<file path="src/sv/mfhp_pkg.sv">
package mfhp_pkg;

   typedef enum logic [3:0] {
      PH_FC_LO = 4'd0,
      PH_FC_HI = 4'd1,
      PH_SEQ   = 4'd2,
      PH_DPAN  = 4'd3,
      PH_DADDR = 4'd4,
      PH_SPAN  = 4'd5,
      PH_SADDR = 4'd6,
      PH_SCF   = 4'd7,
      PH_CNT   = 4'd8,
      PH_KEY   = 4'd9,
      PH_BODY  = 4'd10,
      PH_SKIP  = 4'd11
   } phase_type;

   typedef enum logic [2:0] {
      ST_OK          = 3'd0,
      ST_BAD_TYPE    = 3'd1,
      ST_BAD_VERSION = 3'd2,
      ST_BAD_COMB    = 3'd3,
      ST_BAD_ADDR    = 3'd4,
      ST_BAD_SEC     = 3'd5,
      ST_NO_MIC      = 3'd6,
      ST_MALFORMED   = 3'd7
   } status_type;

   localparam logic [2:0] FT_DATA          = 3'd1;
   localparam logic [2:0] FT_ACK           = 3'd2;
   localparam logic [1:0] FV_2015          = 2'd2;
   localparam logic [1:0] AM_NONE          = 2'd0;
   localparam logic [1:0] AM_SHORT         = 2'd2;
   localparam logic [1:0] AM_EXT           = 2'd3;
   localparam logic [2:0] SEC_ENC_MIC_64   = 3'd6;
   localparam logic [1:0] KEY_MODE_INDEX   = 2'd1;
   localparam int         RULE_COUNT       = 18;
   localparam int         MIC_BYTES        = 8;

   // Each rule: bits 4:0 are the lookup key (compression in bit 4, src mode in 3:2, dst mode in 1:0),
   // bit 5 marks a destination PAN ID and bit 6 a source PAN ID.
   typedef logic [6:0] rule_type;

   localparam rule_type PAN_RULES [RULE_COUNT] = '{
      7'b0000000, 7'b0110000, 7'b0100010,
      7'b0100011, 7'b0010010, 7'b0010011,
      7'b1001000, 7'b1001100, 7'b0011000,
      7'b0011100, 7'b0101111, 7'b0011111,
      7'b1101010, 7'b1101110, 7'b1101011,
      7'b0111110, 7'b0111011, 7'b0111010
   };

   typedef struct packed {
      logic       hit;
      logic [1:0] presence;
   } rule_hit_type;

   typedef struct packed {
      logic [7:0] frame_byte;
      logic       last_byte;
      logic       confirm_mode;
   } word_type;

   typedef struct packed {
      status_type  status;
      logic        ack_request;
      logic        seq_present;
      logic [7:0]  seq_number;
      logic [1:0]  dst_mode;
      logic [1:0]  src_mode;
      logic [15:0] dst_pan;
      logic [63:0] dst_address;
      logic [15:0] src_pan;
      logic [63:0] src_address;
      logic [31:0] sec_counter;
      logic [7:0]  key_index;
   } rsp_type;

   function automatic rule_hit_type pan_rule_lookup(input logic [4:0] key);
      rule_hit_type res;
      res = '0;
      for (int i = 0; i < RULE_COUNT; i++) begin
         if (PAN_RULES[i][4:0] == key) begin
            res.hit      = 1'b1;
            res.presence = PAN_RULES[i][6:5];
         end
      end
      return res;
   endfunction

   function automatic logic field_present(input phase_type ph, input logic [15:0] fc,
                                          input logic [1:0] pp);
      logic res;
      case (ph)
         PH_SEQ:   res = ~fc[8];
         PH_DPAN:  res = pp[0];
         PH_DADDR: res = (fc[11:10] == AM_EXT);
         PH_SPAN:  res = pp[1];
         PH_SADDR: res = (fc[15:14] == AM_EXT);
         PH_SCF, PH_CNT, PH_KEY: res = fc[3];
         default:  res = 1'b1;
      endcase
      return res;
   endfunction

   function automatic phase_type next_phase(input phase_type ph, input logic [15:0] fc,
                                            input logic [1:0] pp);
      logic [3:0] base;
      logic [3:0] cand;
      logic       found;
      phase_type  res;
      base  = ph;
      found = 1'b0;
      res   = PH_BODY;
      for (int unsigned i = 1; i <= 9; i++) begin
         cand = base + 4'(i);
         if (!found && (cand >= 4'(PH_BODY) || field_present(phase_type'(cand), fc, pp))) begin
            found = 1'b1;
            res   = (cand >= 4'(PH_BODY)) ? PH_BODY : phase_type'(cand);
         end
      end
      return res;
   endfunction

endpackage

</file>
<file path="src/sv/mac_frame_header_parser_core.sv">
// A final word waits in the input register until the result register is free; its result
// is then registered and shown on rsp_. Throughput: one word per cycle unless a final
// word waits; the registers are the only stages, with combinational parsing between.
// Reset is synchronous and active high: it empties both registers, returns the parser to
// the start of a frame with all collected fields cleared, and sets own_pan_id to zero.
module mac_frame_header_parser_core #(
   parameter int MAX_FRAME_BYTES = 2047
) (
   input  logic        clock,
   input  logic        reset,
   input  logic        req_valid,
   output logic        req_stall,
   input  logic [7:0]  req_frame_byte,
   input  logic        req_last_byte,
   input  logic        req_confirm_mode,
   output logic        rsp_valid,
   input  logic        rsp_stall,
   output logic [2:0]  rsp_status,
   output logic        rsp_ack_request,
   output logic        rsp_seq_present,
   output logic [7:0]  rsp_seq_number,
   output logic [1:0]  rsp_dst_mode,
   output logic [1:0]  rsp_src_mode,
   output logic [15:0] rsp_dst_pan,
   output logic [63:0] rsp_dst_address,
   output logic [15:0] rsp_src_pan,
   output logic [63:0] rsp_src_address,
   output logic [31:0] rsp_sec_counter,
   output logic [7:0]  rsp_key_index,
   input  logic        csr_valid,
   output logic        csr_ready,
   input  logic [15:0] csr_own_pan_id
);

   mfhp_pkg::word_type word_ff;
   mfhp_pkg::rsp_type  rsp_ff;
   mfhp_pkg::rsp_type  rsp_next;
   logic        word_valid_ff;
   logic        rsp_valid_ff;
   logic [15:0] own_pan_ff;
   logic        rsp_free;
   logic        step;
   logic        accept;

   assign csr_ready = 1'b1;
   assign rsp_valid = rsp_valid_ff;
   assign rsp_free  = !rsp_valid_ff || !rsp_stall;
   assign step      = word_valid_ff && (!word_ff.last_byte || rsp_free);
   assign req_stall = word_valid_ff && !step;
   assign accept    = req_valid && !req_stall;

   always_ff @(posedge clock) begin
      if (reset) begin
         own_pan_ff <= '0;
      end else if (csr_valid && csr_ready) begin
         own_pan_ff <= csr_own_pan_id;
      end
   end

   always_ff @(posedge clock) begin
      if (reset) begin
         word_valid_ff <= 1'b0;
      end else if (accept) begin
         word_valid_ff <= 1'b1;
      end else if (step) begin
         word_valid_ff <= 1'b0;
      end
   end

   always_ff @(posedge clock) begin
      if (accept) begin
         word_ff <= '{frame_byte: req_frame_byte, last_byte: req_last_byte,
                      confirm_mode: req_confirm_mode};
      end
   end

   mfhp_parser #(
      .MAX_FRAME_BYTES(MAX_FRAME_BYTES)
   ) u_parser (
      .clock      (clock),
      .reset      (reset),
      .step_valid (step),
      .word       (word_ff),
      .own_pan_id (own_pan_ff),
      .rsp_next   (rsp_next)
   );

   always_ff @(posedge clock) begin
      if (reset) begin
         rsp_valid_ff <= 1'b0;
      end else if (step && word_ff.last_byte) begin
         rsp_valid_ff <= 1'b1;
      end else if (!rsp_stall) begin
         rsp_valid_ff <= 1'b0;
      end
   end

   always_ff @(posedge clock) begin
      if (step && word_ff.last_byte) begin
         rsp_ff <= rsp_next;
      end
   end

   assign rsp_status        = rsp_ff.status;
   assign rsp_ack_request   = rsp_ff.ack_request;
   assign rsp_seq_present   = rsp_ff.seq_present;
   assign rsp_seq_number    = rsp_ff.seq_number;
   assign rsp_dst_mode      = rsp_ff.dst_mode;
   assign rsp_src_mode      = rsp_ff.src_mode;
   assign rsp_dst_pan       = rsp_ff.dst_pan;
   assign rsp_dst_address   = rsp_ff.dst_address;
   assign rsp_src_pan       = rsp_ff.src_pan;
   assign rsp_src_address   = rsp_ff.src_address;
   assign rsp_sec_counter   = rsp_ff.sec_counter;
   assign rsp_key_index     = rsp_ff.key_index;

endmodule

</file>
<file path="src/sv/mfhp_parser.sv">
module mfhp_parser #(
   parameter int MAX_FRAME_BYTES = 2047
) (
   input  logic              clock,
   input  logic              reset,
   input  logic              step_valid,
   input  mfhp_pkg::word_type word,
   input  logic [15:0]       own_pan_id,
   output mfhp_pkg::rsp_type rsp_next
);

   localparam int TW = $clog2(MAX_FRAME_BYTES + 1);

   mfhp_pkg::phase_type  phase_ff, phase_in;
   mfhp_pkg::status_type err_ff, err_in;
   mfhp_pkg::rule_hit_type rule;
   logic [2:0]  cnt_ff, cnt_in;
   logic [15:0] fc_ff, fc_in;
   logic        mode_ff, mode_in;
   logic [1:0]  pp_ff, pp_in;
   logic [7:0]  seq_ff, seq_in;
   logic [15:0] dpan_ff, dpan_in;
   logic [63:0] daddr_ff, daddr_in;
   logic [15:0] span_ff, span_in;
   logic [63:0] saddr_ff, saddr_in;
   logic [31:0] ctr_ff, ctr_in;
   logic [7:0]  key_ff, key_in;
   logic [TW-1:0] trail_ff, trail_in;
   logic [2:0]  last_idx;
   logic [7:0]  b;

   assign b = word.frame_byte;

   always_comb begin
      phase_in = phase_ff;
      err_in   = err_ff;
      cnt_in   = cnt_ff;
      fc_in    = fc_ff;
      mode_in  = mode_ff;
      pp_in    = pp_ff;
      seq_in   = seq_ff;
      dpan_in  = dpan_ff;
      daddr_in = daddr_ff;
      span_in  = span_ff;
      saddr_in = saddr_ff;
      ctr_in   = ctr_ff;
      key_in   = key_ff;
      trail_in = trail_ff;
      rule     = mfhp_pkg::pan_rule_lookup({fc_ff[6], word.frame_byte[7:6],
                                            word.frame_byte[3:2]});
      case (phase_ff)
         mfhp_pkg::PH_DPAN, mfhp_pkg::PH_SPAN: last_idx = 3'd1;
         mfhp_pkg::PH_CNT:                     last_idx = 3'd3;
         default:                              last_idx = 3'd7;
      endcase
      if (step_valid) begin
         case (phase_ff)
            mfhp_pkg::PH_FC_LO: begin
               mode_in  = word.confirm_mode;
               fc_in    = {8'h00, b};
               phase_in = mfhp_pkg::PH_FC_HI;
            end
            mfhp_pkg::PH_FC_HI: begin
               fc_in = {b, fc_ff[7:0]};
               if (!(fc_in[2:0] == mfhp_pkg::FT_DATA ||
                     (mode_ff && fc_in[2:0] == mfhp_pkg::FT_ACK))) begin
                  err_in   = mfhp_pkg::ST_BAD_TYPE;
                  phase_in = mfhp_pkg::PH_SKIP;
               end else if (fc_in[13:12] != mfhp_pkg::FV_2015) begin
                  err_in   = mfhp_pkg::ST_BAD_VERSION;
                  phase_in = mfhp_pkg::PH_SKIP;
               end else if (!rule.hit) begin
                  err_in   = mfhp_pkg::ST_BAD_COMB;
                  phase_in = mfhp_pkg::PH_SKIP;
               end else if (fc_in[11:10] == mfhp_pkg::AM_SHORT ||
                            fc_in[15:14] == mfhp_pkg::AM_SHORT) begin
                  err_in   = mfhp_pkg::ST_BAD_ADDR;
                  phase_in = mfhp_pkg::PH_SKIP;
               end else begin
                  pp_in = rule.presence;
                  if (!rule.presence[0]) begin
                     dpan_in = own_pan_id;
                  end
                  phase_in = mfhp_pkg::next_phase(mfhp_pkg::PH_FC_HI, fc_in, rule.presence);
               end
            end
            mfhp_pkg::PH_SEQ: begin
               seq_in   = b;
               phase_in = mfhp_pkg::next_phase(mfhp_pkg::PH_SEQ, fc_ff, pp_ff);
            end
            mfhp_pkg::PH_DPAN, mfhp_pkg::PH_DADDR, mfhp_pkg::PH_SPAN,
            mfhp_pkg::PH_SADDR, mfhp_pkg::PH_CNT: begin
               case (phase_ff)
                  mfhp_pkg::PH_DPAN:  dpan_in[{cnt_ff[0], 3'b000} +: 8]    = b;
                  mfhp_pkg::PH_DADDR: daddr_in[{cnt_ff, 3'b000} +: 8]      = b;
                  mfhp_pkg::PH_SPAN:  span_in[{cnt_ff[0], 3'b000} +: 8]    = b;
                  mfhp_pkg::PH_SADDR: saddr_in[{cnt_ff, 3'b000} +: 8]      = b;
                  default:            ctr_in[{cnt_ff[1:0], 3'b000} +: 8]   = b;
               endcase
               if (cnt_ff == last_idx) begin
                  cnt_in   = 3'd0;
                  phase_in = mfhp_pkg::next_phase(phase_ff, fc_ff, pp_ff);
               end else begin
                  cnt_in = cnt_ff + 3'd1;
               end
            end
            mfhp_pkg::PH_SCF: begin
               if (b[2:0] != mfhp_pkg::SEC_ENC_MIC_64 ||
                   b[4:3] != mfhp_pkg::KEY_MODE_INDEX || b[5]) begin
                  err_in   = mfhp_pkg::ST_BAD_SEC;
                  phase_in = mfhp_pkg::PH_SKIP;
               end else begin
                  phase_in = mfhp_pkg::PH_CNT;
               end
            end
            mfhp_pkg::PH_KEY: begin
               key_in   = b;
               trail_in = '0;
               phase_in = mfhp_pkg::PH_BODY;
            end
            mfhp_pkg::PH_BODY: begin
               if (trail_ff < TW'(MAX_FRAME_BYTES)) begin
                  trail_in = trail_ff + TW'(1);
               end
            end
            default: begin
            end
         endcase
      end
   end

   always_comb begin
      rsp_next = '0;
      if (err_in != mfhp_pkg::ST_OK) begin
         rsp_next.status = err_in;
      end else if (phase_in != mfhp_pkg::PH_BODY) begin
         rsp_next.status = mfhp_pkg::ST_MALFORMED;
      end else if (fc_in[3] && trail_in < TW'(mfhp_pkg::MIC_BYTES)) begin
         rsp_next.status = mfhp_pkg::ST_NO_MIC;
      end else begin
         rsp_next.status        = mfhp_pkg::ST_OK;
         rsp_next.ack_request   = fc_in[5];
         rsp_next.seq_present   = ~fc_in[8];
         rsp_next.seq_number    = seq_in;
         rsp_next.dst_mode      = fc_in[11:10];
         rsp_next.src_mode      = fc_in[15:14];
         rsp_next.dst_pan       = dpan_in;
         rsp_next.dst_address   = daddr_in;
         rsp_next.src_pan       = pp_in[1] ? span_in : dpan_in;
         rsp_next.src_address   = saddr_in;
         rsp_next.sec_counter   = ctr_in;
         rsp_next.key_index     = key_in;
      end
   end

   always_ff @(posedge clock) begin
      if (reset || (step_valid && word.last_byte)) begin
         phase_ff <= mfhp_pkg::PH_FC_LO;
         err_ff   <= mfhp_pkg::ST_OK;
         cnt_ff   <= '0;
         fc_ff    <= '0;
         mode_ff  <= 1'b0;
         pp_ff    <= '0;
         seq_ff   <= '0;
         dpan_ff  <= '0;
         daddr_ff <= '0;
         span_ff  <= '0;
         saddr_ff <= '0;
         ctr_ff   <= '0;
         key_ff   <= '0;
         trail_ff <= '0;
      end else begin
         phase_ff <= phase_in;
         err_ff   <= err_in;
         cnt_ff   <= cnt_in;
         fc_ff    <= fc_in;
         mode_ff  <= mode_in;
         pp_ff    <= pp_in;
         seq_ff   <= seq_in;
         dpan_ff  <= dpan_in;
         daddr_ff <= daddr_in;
         span_ff  <= span_in;
         saddr_ff <= saddr_in;
         ctr_ff   <= ctr_in;
         key_ff   <= key_in;
         trail_ff <= trail_in;
      end
   end

endmodule
</file>
<file path="config.mk">
export PLATFORM = sky130hd
export DESIGN_NAME = mac_frame_header_parser_core
export DESIGN_NICKNAME = d
export VERILOG_FILES = /design/src/sv/mfhp_pkg.sv /design/src/sv/mac_frame_header_parser_core.sv /design/src/sv/mfhp_parser.sv
export SDC_FILE = /design/constraint.sdc
export NUM_CORES = 1
export LEC_CHECK = 0
export BUFFER_PORTS_ARGS = -buffer_cell sky130_fd_sc_hd__buf_4
export CORE_MARGIN = 3
export CORE_UTILIZATION = 53
export CTS_CLUSTER_SIZE = 25
export DETAILED_ROUTE_END_ITERATION = 10
export GPL_ROUTABILITY_DRIVEN = 0
export PLACE_DENSITY = 0.82
export SLEW_MARGIN = 20
export SYNTH_ARGS = -nofsm -noshare
export SYNTH_HDL_FRONTEND = slang
export SYNTH_SLANG_ARGS = --single-unit
</file>
<file path="constraint.sdc">
create_clock -name clock -period 6.8 [get_ports clock]
set_clock_uncertainty 0.2 [all_clocks]
set_input_delay 0.34 -clock clock [delete_from_list [all_inputs] [get_ports clock]]
set_output_delay 0.34 -clock clock [all_outputs]
set_load 0.02 [all_outputs]
</file>
==> run metrics <==
status finished, final reports clean; CTS sink count ~490; Seq/Total Area, Yosys 0.546; crit path from u_parser.phase_ff[1]; adder-cell share of the synthesized area 0.0147; CTS tree done; reg2reg start u_parser.phase_ff[1]; Vias 17800; Post-layout nets 2342; Final period util 0.919; FMAX 0.160 GHz; remaining antenna violation count 0; total CTS buffers 48; H-tree Lvls 2; final WL between 60000 and 70000 um; final setup vio count 0; Gate power share 0.078; Hold Path Class in2reg; max layer used met5; TNS Setup 0 ps; multi-input combinational cell area about 0.009 mm2; Worst setup SP type flip-flop; worst vdd ir around 0.24 mV; area grow syn2layout 18.7%; post-DP HPWL about 41000 um; Main synth FF type dfxtp_1; routed wl met3 about 6500 um; largest family of logic cells by synthesized area simple AND/OR/NAND/NOR gates; Worst-Margin Slew roughly 1200 ps; Initial Util 0.538; DR iter-0 viols 2343; Avg Inst Size Synth 10.6 um2; Post-synth EDFFs around 230; WS Path Type reg2reg; P per Cell Area ~240 mW/mm2; FILL cells 3035; Clk pwr share 0.427; Seq pwr share 0.496; Yosys cell types between 80 and 90; Total GRT Usage 0.286; crit path setup slack, layout around 550 ps; DIE WIDTH roughly 210 um; PnR Total Power roughly 6.3 mW; routed wl met2 roughly 30000 um; initial antenna violation count 1; Worst-Skew Late Latency approximately 600 ps; CTS max path bufs 3; drt pass-1 iters 5; Residual DRC 0; row cnt 74; CP max FO a little over 80; largest net degree at the start of global routing around 240; vias in the first global route 17300; final worst path period need approximately 6300 ps; GRT overflow 0; ANT cells 0; CP required 6900 ps; die area approximately 0.044 mm2; first-pass GRT wire length around 100000 um; post-synthesis net count about 2100; number of max-cap violations 0; Internal Dissipation 4.80 mW; area share of and/or/nand/nor cells after synthesis 0.223; root buf cell clkbuf_16; number of vias per cell 6.24; cell area after synthesis 0.0221 mm2; CTS clk-pin slew, worst paths about 70 ps; # IOs 251; switch share 0.242; Final Hold Viols 0; Crit path arrival time 6350 ps; FF+latch area about 0.012 mm2; Layout Utilization 0.638; XOR/XNOR Fraction of Synth Area 0.00624; max_slew headroom 0.169; CP endpoint kind flip-flop; fin. max-slew vios 0; Hold Path Origin req_frame_byte[1]; Synth Register Bits slightly below 500; Avg WL per Cell around 23 um; Gate Count Post-Synth 2077; layout cells sized above 1 0.238; post-synthesis mux area share 0.0699; Die H 210 um; Async SR Flop Fraction 0; Port Buffer Count 249; RSZ-0062 raised after global routing no; Sw Pwr approximately 1.5 mW; met1 WL 24600 um; post-synthesis compound-gate area fraction 0.100; leakage approximately 9.2 nW; Syn. warnings 0; Core ar. roughly 0.04 mm2; post-place setup slack 754 ps
==> cell families (layout without fill, tap and decap cells) <==
group / Yosys count / count (layout)
adder cells (fa/ha/maj): 26 / 26
AO/OA/AOI/OAI: 325 / 325
other: 1 / 1
flip-flops: 488 / 488
AND/OR/NAND/NOR: 882 / 882
multiplexers: 154 / 154
XOR/XNOR: 14 / 14
buffers and inverters: 187 / 435
==> timing repair <==
action / 4_1_cts / 5_1_grt
endpoints found under the hold margin: 28 / 0
endpoints found under the setup margin: 0 / 0
resized for setup: 0 / 0
setup buffers: 0 / 0
hold buffers: 47 / 0
==> registers in the layout, indices dropped and copies added, names as in the netlist, 32 cells and up <==
| signal | count |
|---|---|
| rsp_dst_address | 64 |
| u_parser.daddr_ff | 64 |
| u_parser.ctr_ff | 32 |
| u_parser.saddr_ff | 64 |
| rsp_sec_counter | 32 |
| rsp_src_address | 64 |
==> layout by cell type, fill, tap and decap left out, types with 9 or more instances in the layout <==
master and count:
nand4_1 9, nor3_2 161, clkbuf_16 49, nor4_1 10
and2_1 22, o21ai_0 40, and3_1 15, ha_1 26
inv_1 14, dfxtp_1 261, nand2_1 81, mux2i_1 153
edfxtp_1 227, nand3_1 34, nor2b_1 31, a221oi_1 15
clkbuf_1 13, xnor2_1 9, dlygate4sd3_1 47, a31oi_1 10
nand2b_1 13, a22oi_1 20, a21oi_1 127, nor3_1 109
nor2_1 352, a211oi_1 12, a2111oi_2 9, buf_4 277
==> through the flow <==
stage | area (um2) | hold WS (ps) | instances
5_1_grt | 26200 | 270 | 2857
2_1_floorplan | 22100 | 239 | 2077
4_1_cts | 26100 | 260 | 2855
3_5_place_dp | 24100 | 268 | 2718
3_3_place_gp | 24100 | 259 | 2718
6_report | 26200 | 274 | 2857
==> routing by layer <==
metal / vias to the layer above / GRT usage
met5: - / 0
met4: 2 / 0.141
met3: 230 / 0.0586
met2: 1068 / 0.456
met1: 8612 / 0.374
li1: 7908 / -
==> synth_stat cells (10+ instances only) <==
cell      count  area, um2
nor4_1       10       62.6
edfxtp_1    227       6820
inv_1        14       52.6
nor2b_1      31        194
a211oi_1     12       90.1
nor3_2      160       1600
nand3_1      35        175
a22oi_1      20        150
o21ai_0      40        200
nor2_1      352       1320
a21oi_1     128        641
nor3_1      110        551
a221oi_1     15        131
mux2i_1     153       1530
buf_6        21        236
and2_1       22        138
ha_1         26        325
dfxtp_1     261       5230
buf_1        15       56.3
clkbuf_1    125        469
and3_1       16        100
a31oi_1      10       62.6
nand2b_1     13       81.3
nand2_1      81        304
==> cell type report <==
class / count / area share
Clock buffer: 70 / 0.0529
Clock inverter: 20 / 0.00803
Inverter: 16 / 0.00229
Multi-Input combinational cell: 1402 / 0.350
Sequential cell: 488 / 0.460
Tap cell: 532 / 0.0254
Timing Repair Buffer: 329 / 0.101
==> power groups by stage <==
| stage | clock [mW] | sequential (mW) | combinational [mW] |
|---|---|---|---|
| 6_report | 2.70 | 3.14 | 0.492 |
| 5_1_grt | 2.83 | 3.14 | 0.517 |
| 4_1_cts | 2.71 | 3.14 | 0.477 |
| 3_5_place_dp | 0 | 3.20 | 0.453 |
| 3_3_place_gp | 0 | 3.20 | 0.446 |
| 2_1_floorplan | 0 | 3.22 | 0.261 |
==> critical path, stage by stage, from the launching register on <==
cell and delay, ps:
dfxtp_1 680, inv_1 350, ha_1 320, xnor2_1 610, o21ai_0 290, a221oi_1 440, o32ai_2 210, or4_4 550
or3_1 390, o41a_1 380, o31ai_1 140, or4b_4 650, buf_12 510, nor3_1 130
==> final timing paths <==
check                                              to  slack (ps)  depth (start not counted)
worst max-delay path              rsp_src_address[20]         550                         13
worst min-delay path                       word_ff[3]         270                          2
worst max register to register    rsp_src_address[20]         550                         13
worst min register to register  u_parser.saddr_ff[31]         290                          2
Note: power is estimated with default switching activity, not from simulation.
